## config.mk

```make
export PLATFORM = sky130hd
export DESIGN_NAME = pipc_edge_setup
export DESIGN_NICKNAME = d
export VERILOG_FILES = /design/src/hdl/assert_macros.svh /design/src/hdl/pipc_pkg.sv /design/src/hdl/pipc_edge_setup.sv
export SDC_FILE = /design/constraint.sdc
export NUM_CORES = 1
export LEC_CHECK = 0
export BUFFER_PORTS_ARGS = -buffer_cell sky130_fd_sc_hd__buf_2
export CAP_MARGIN = 10
export CORE_MARGIN = 3
export CORE_UTILIZATION = 55
export DETAILED_ROUTE_END_ITERATION = 8
export MAX_ROUTING_LAYER = met4
export PLACE_DENSITY = 0.95
export SLEW_MARGIN = 20
export SYNTH_ARGS = -nofsm -noshare
export SYNTH_HDL_FRONTEND = slang
export SYNTH_SLANG_ARGS = --single-unit
```

## constraint.sdc

```tcl
create_clock -name vclk -period 13.4
set_input_delay 2.01 -clock vclk [all_inputs]
set_output_delay 2.01 -clock vclk [all_outputs]
set_load 0.02 [all_outputs]
```

## src/hdl/assert_macros.svh

```systemverilog
// Assertion macros for the point-in-polygon RTL
`ifndef ASSERT_MACROS_SVH
`define ASSERT_MACROS_SVH
`ifndef SYNTHESIS
// expr must hold at every clock edge outside reset
`define PIPC_ASSERT_ALWAYS(lbl, expr) \
  lbl: assert property (@(posedge clk) disable iff (rst) (expr)) \
    else $error("pipc assertion failed");
// cons must hold in the cycle after ante
`define PIPC_ASSERT_NEXT(lbl, ante, cons) \
  lbl: assert property (@(posedge clk) disable iff (rst) (ante) |=> (cons)) \
    else $error("pipc assertion failed");
`else
`define PIPC_ASSERT_ALWAYS(lbl, expr)
`define PIPC_ASSERT_NEXT(lbl, ante, cons)
`endif
`endif

```

## src/hdl/pipc_pkg.sv

```systemverilog
// Package: shared types and constants of the point-in-polygon crossing core
`default_nettype none
package pipc_pkg;

  localparam int FIELD_BITS     = 32;
  localparam int COORD_BITS_DEF = 32;

  typedef enum logic [1:0] {
    AXIS_YZ = 2'd0,
    AXIS_XZ = 2'd1,
    AXIS_XY = 2'd2
  } axis_t;

  typedef enum logic [1:0] {
    EDGE_SKIP  = 2'd0,
    EDGE_COUNT = 2'd1,
    EDGE_TEST  = 2'd2
  } edge_mode_t;

  typedef struct packed {
    logic first;
    logic last;
  } item_ctl_t;

  typedef struct packed {
    edge_mode_t mode;
    logic       dy_neg;
  } edge_ctl_t;

endpackage
`default_nettype wire

```

## src/hdl/pipc_edge_setup.sv

```systemverilog
// Edge setup: shift an edge to the query point and classify it
`default_nettype none
module pipc_edge_setup
  import pipc_pkg::*;
#(
  parameter int COORD_BITS = COORD_BITS_DEF
) (
  input  logic signed [COORD_BITS-1:0] from_u,
  input  logic signed [COORD_BITS-1:0] from_v,
  input  logic signed [COORD_BITS-1:0] to_u,
  input  logic signed [COORD_BITS-1:0] to_v,
  input  logic signed [COORD_BITS-1:0] pt_u,
  input  logic signed [COORD_BITS-1:0] pt_v,
  output logic signed [COORD_BITS:0]   x0,
  output logic signed [COORD_BITS:0]   y0,
  output logic signed [COORD_BITS:0]   dx,
  output logic signed [COORD_BITS:0]   dy,
  output edge_ctl_t                    ctl
);

  localparam int EW = COORD_BITS + 1;

  logic signed [EW-1:0] x1;
  logic signed [EW-1:0] y1;
  logic y0_pos;
  logic y1_pos;

  always_comb begin
    x0 = EW'(from_u) - EW'(pt_u);
    y0 = EW'(from_v) - EW'(pt_v);
    x1 = EW'(to_u) - EW'(pt_u);
    y1 = EW'(to_v) - EW'(pt_v);
    dx = EW'(to_u) - EW'(from_u);
    dy = EW'(to_v) - EW'(from_v);
    y0_pos = !y0[EW-1] && (y0 != '0);
    y1_pos = !y1[EW-1] && (y1 != '0);
    ctl.dy_neg = dy[EW-1];
    if ((y0[EW-1] && y1[EW-1]) || (y0_pos && y1_pos) || (dy == '0) ||
        (x0[EW-1] && x1[EW-1])) begin
      ctl.mode = EDGE_SKIP;
    end else if (!x0[EW-1] && !x1[EW-1]) begin
      ctl.mode = EDGE_COUNT;
    end else begin
      ctl.mode = EDGE_TEST;
    end
  end

endmodule
`default_nettype wire

```

## Yosys cells after proc, flatten, opt, wreduce, memory -nomap -nowiden

Index checks and enable logic that the tools add are counted.

- $lt $le $gt $ge: 0
- Div/mod/pow operators: 0
- Bitwise operators: 0
- $mul: 0
- Reduce and logical (&&, ||, !) cells: 16
- Mux-type cells: 2
- Shifts and indexed selects: 0
- Equality and inequality tests: 0
- Add/subtract/negate cells: 6

Operators with widths:

| kind | count |
|---|---|
| subtractor 32 x 32 -> 33 bit | 6 |
| nonzero test 33 bit | 2 |
| logical NOT 33 bit | 1 |
| logical AND 1 bit | 6 |
| logical NOT 1 bit | 4 |
| 2-to-1 mux 2 bit | 2 |
| logical OR 1 bit | 3 |

- Bits in read-only memories: 0
- Memories: 0
- Bits of input ports: 192
- Register bits: 0
- Word-level logic and storage cells: 24
- Latch bits: 0
- Memory bits (writable): 0
- Output and inout port bits: 135

## Depth between registers and ports, before layout

- Word-level depth: 8
- Mapped depth: 14
- Depth with buffers taken out: 14

## Worst setup path after synthesis

Ideal clock, no wire load.

- Path type: input to output
- Start point: in to_v[0]
- End point: out ctl[1] (netlist bit)
- Data required time: 11.390 ns
- Cell stages on the path: 14
- Setup slack: 5.791 ns
- Buffers on the path: 0
- Data arrival time: 5.599 ns
- Path through: inv_1 -> ha_1 -> fa_1 -> nor2b_1 -> o31a_1 -> o211ai_1 -> o31a_1 -> a2111oi_0 -> o22ai_1 -> xnor2_1 -> or4_1 -> or4_1 -> nor4_2 -> nor3_1

RTL lines:

| item | line | text |
|---|---|---|
| start: declaration | pipc_edge_setup.sv:11 | `input logic signed [COORD_BITS-1:0] to_v,` |
| end: declaration | pipc_edge_setup.sv:18 | `output edge_ctl_t ctl` |

==> results.txt <==
Status: finished clean
Num sequential: 0
Yosys cell types: 75
Post-route cell area: 12,000 µm²
DR vias: 12,692
Overall routing resource usage: 34.3%
CP endpoint kind: output pin
Max-slew headroom: 40.3%
Final core utilization: 66.4%
Setup CP Type: input port to output pin
Yosys warns: 0
Power Dens Cells: 63.8 nW/µm²
# IOs: 327
Residual DRC: 0
Crit path required time: 11.39 ns
Largest net degree at the start of global routing: 13
Number of core rows: 49
Post-synthesis compound-gate area fraction: 34.2%
First-pass GRT wire length: 57.1 mm
Die area: 20,300 µm²
Synthesized instance count: 1,519
Max-Cap Viols: 0
Unrepaired setup endpoints after global routing: no
Maximum fanout along the worst path: 4
Setup slack after layout: 4.99 ns
Sequential cell area: 0 µm²
Post-CTS Resized: 0
Die width: 143 µm
Register share of total power: 0%
CORE AREA: 18,100 µm²
Adder-cell share of the synthesized area: 24.3%
Final Wtd Congestion: 0.990
Critical path endpoint: ctl[2]
Max Freq: 119 MHz
Smallest hold slack: 4.41 ns
Growth of design area from synthesis to finish: 17.5%
Lkg Pwr: 6.48 nW
Final wirelength: 36.6 mm
Dpl hpwl: 32.1 mm
Port Buf Inserts: 327
Syn Std Cell Area: 10,200 µm²
Initial antenna violation count: 0
Worst-margin pin slew: 0.872 ns
Worst hold path class: input port to output pin
Dpl cell area: 12,000 µm²
Part of the cycle the worst path needs: 62.8%
Global route total overflow: 0
Worst setup SP type: input port
ANT nets after route: 0
Layout cells sized above 1: 19.4%
Final setup viols: 0
Hold Fails Final Rpt: 0
CP arrival: 6.40 ns
Wire per inst: 17.9 µm
Multiplexer area fraction after synthesis: 0.903%
Layout clock buffers: 0
Drt pass-1 iters: 5
Final #Nets: 2,202
Post-synthesis xor/xnor area fraction: 9.06%
Mapped Avg Cell Area: 6.75 µm²
Post-synthesis sequential area ratio: 0%
N_diodes: 0
Setup slack at placement: 5.04 ns
Non-Filler Instances: 2,041
Combinational power share: 100.0%
Hold buffer count at CTS: 0
Pwr Total: 768 µW
Dpl cells: 2,041
Max-slew violations: 0
Post-CTS setup buffers: 0
Post-Route Setup TNS: 0 ns
Switching fraction of total power: 62.0%
Fin crit period: 8.41 ns
DIE HEIGHT: 143 µm
Main combinational cell family by area after synthesis: compound AO/OA/AOI/OAI gates
CP Launch Point: from_v[0]
Via density: 6.22
Post-synthesis simple-gate area fraction: 23.9%
Vias in the first global route: 12,014
Clock share of power: 0%
Iter 0 DRT Violations: 842
Switching power: 476 µW
Peak supply drop: 0.0000545 V
Syn Nets: 1,907
Internal power: 292 µW
Initial Util: 56.5%
-- layer usage --
metal	part of all wire [%]	track usage, %	vias up
li1	-	-	6188
met1	41	42.3	5823
met2	47	59.4	602
met3	7.4	2.65	79
met4	3.9	11.0	0
met5	0	-	-
-- worst min-delay path by stage --
stage | endpoint | start | cells past startpoint | slack, ns
global placement | x0[0] | pt_u[0] | 4 | 4.39
finish | x0[0] | pt_u[0] | 4 | 4.41
CTS | x0[0] | pt_u[0] | 4 | 4.40
floorplan | x0[0] | pt_u[0] | 2 | 4.20
detailed placement | x0[0] | pt_u[0] | 4 | 4.40
global route | x0[0] | pt_u[0] | 4 | 4.43
-- area by class of cell --
class                      count  area [µm²]
fill                        1628        6110
inverter                     174         653
multi-input combinational   1311        9470
tap                          229         287
timing repair buffer         327        1640
-- kinds of logic (layout without fill, tap and decap cells) --
kind of cell / count (synthesis) / in the layout
mux: 9 / 9
buf+inv: 208 / 501
xor+xnor: 106 / 106
fa+ha+maj: 196 / 196
compound gates: 521 / 521
simple gates: 479 / 479
-- cells in the final DEF, fill, tap and decap left out, types with 8 or more instances in the layout --
cell type  count
nand4_1       26
a211oi_1      25
o211ai_1      16
a21oi_1      127
ha_1         191
or3_1         20
nand2_1      101
and3_1        19
or2_2          8
o221ai_1       8
o21bai_1      16
xnor2_1       74
a31oi_1       14
o21ai_0       78
a21o_1        82
o2111ai_1      8
o21a_1        34
o22ai_1        9
xor2_1        32
and2_1        10
nand2b_1      29
a21boi_0      11
inv_1        174
nor2_1       113
nor3_1        39
o31ai_1       12
nor2b_1       28
o31a_1        11
buf_2        327
nand3_1       39
nor4_1        11
-- critical path, cell delays in order --
cell and delay, ns:
buf_2 0.11, ha_1 0.22, fa_1 0.42, nor2b_1 0.16, o31a_1 0.21, o211ai_1 0.17, o31a_1 0.34, a2111oi_0 0.70
o22ai_1 0.17, xnor2_1 0.18, or4_1 0.51, or4_1 0.53, nor4_2 0.37, nor3_1 0.10, buf_2 0.18
-- power by group through the flow --
stage / Sequential, mW / Combinational (mW) / Clock [mW]
global route: 0 / 0.832 / 0
global placement: 0 / 0.742 / 0
finish: 0 / 0.768 / 0
CTS: 0 / 0.757 / 0
detailed placement: 0 / 0.753 / 0
floorplan: 0 / 0.525 / 0
-- synth_stat cells (9+ instances only) --
cell        n  area, µm²
a211oi_1   25        188
a21boi_0   11       82.6
a21o_1     82        616
a21oi_1   127        636
a31oi_1    14       87.6
and2_1     10       62.6
and3_1     19        119
clkbuf_1   33        124
ha_1      191       2390
inv_1     174        653
nand2_1   101        379
nand2b_1   29        181
nand3_1    39        195
nand4_1    26        163
nor2_1    113        424
nor2b_1    28        175
nor3_1     39        195
nor4_1     11       68.8
o211ai_1   16        120
o21a_1     34        255
o21ai_0    78        390
o21bai_1   16        120
o22ai_1     9       56.3
o31a_1     11       96.3
o31ai_1    12       90.1
or3_1      20        125
xnor2_1    74        648
xor2_1     32        280
No activity file was read; power rests on OpenSTA's default activity.
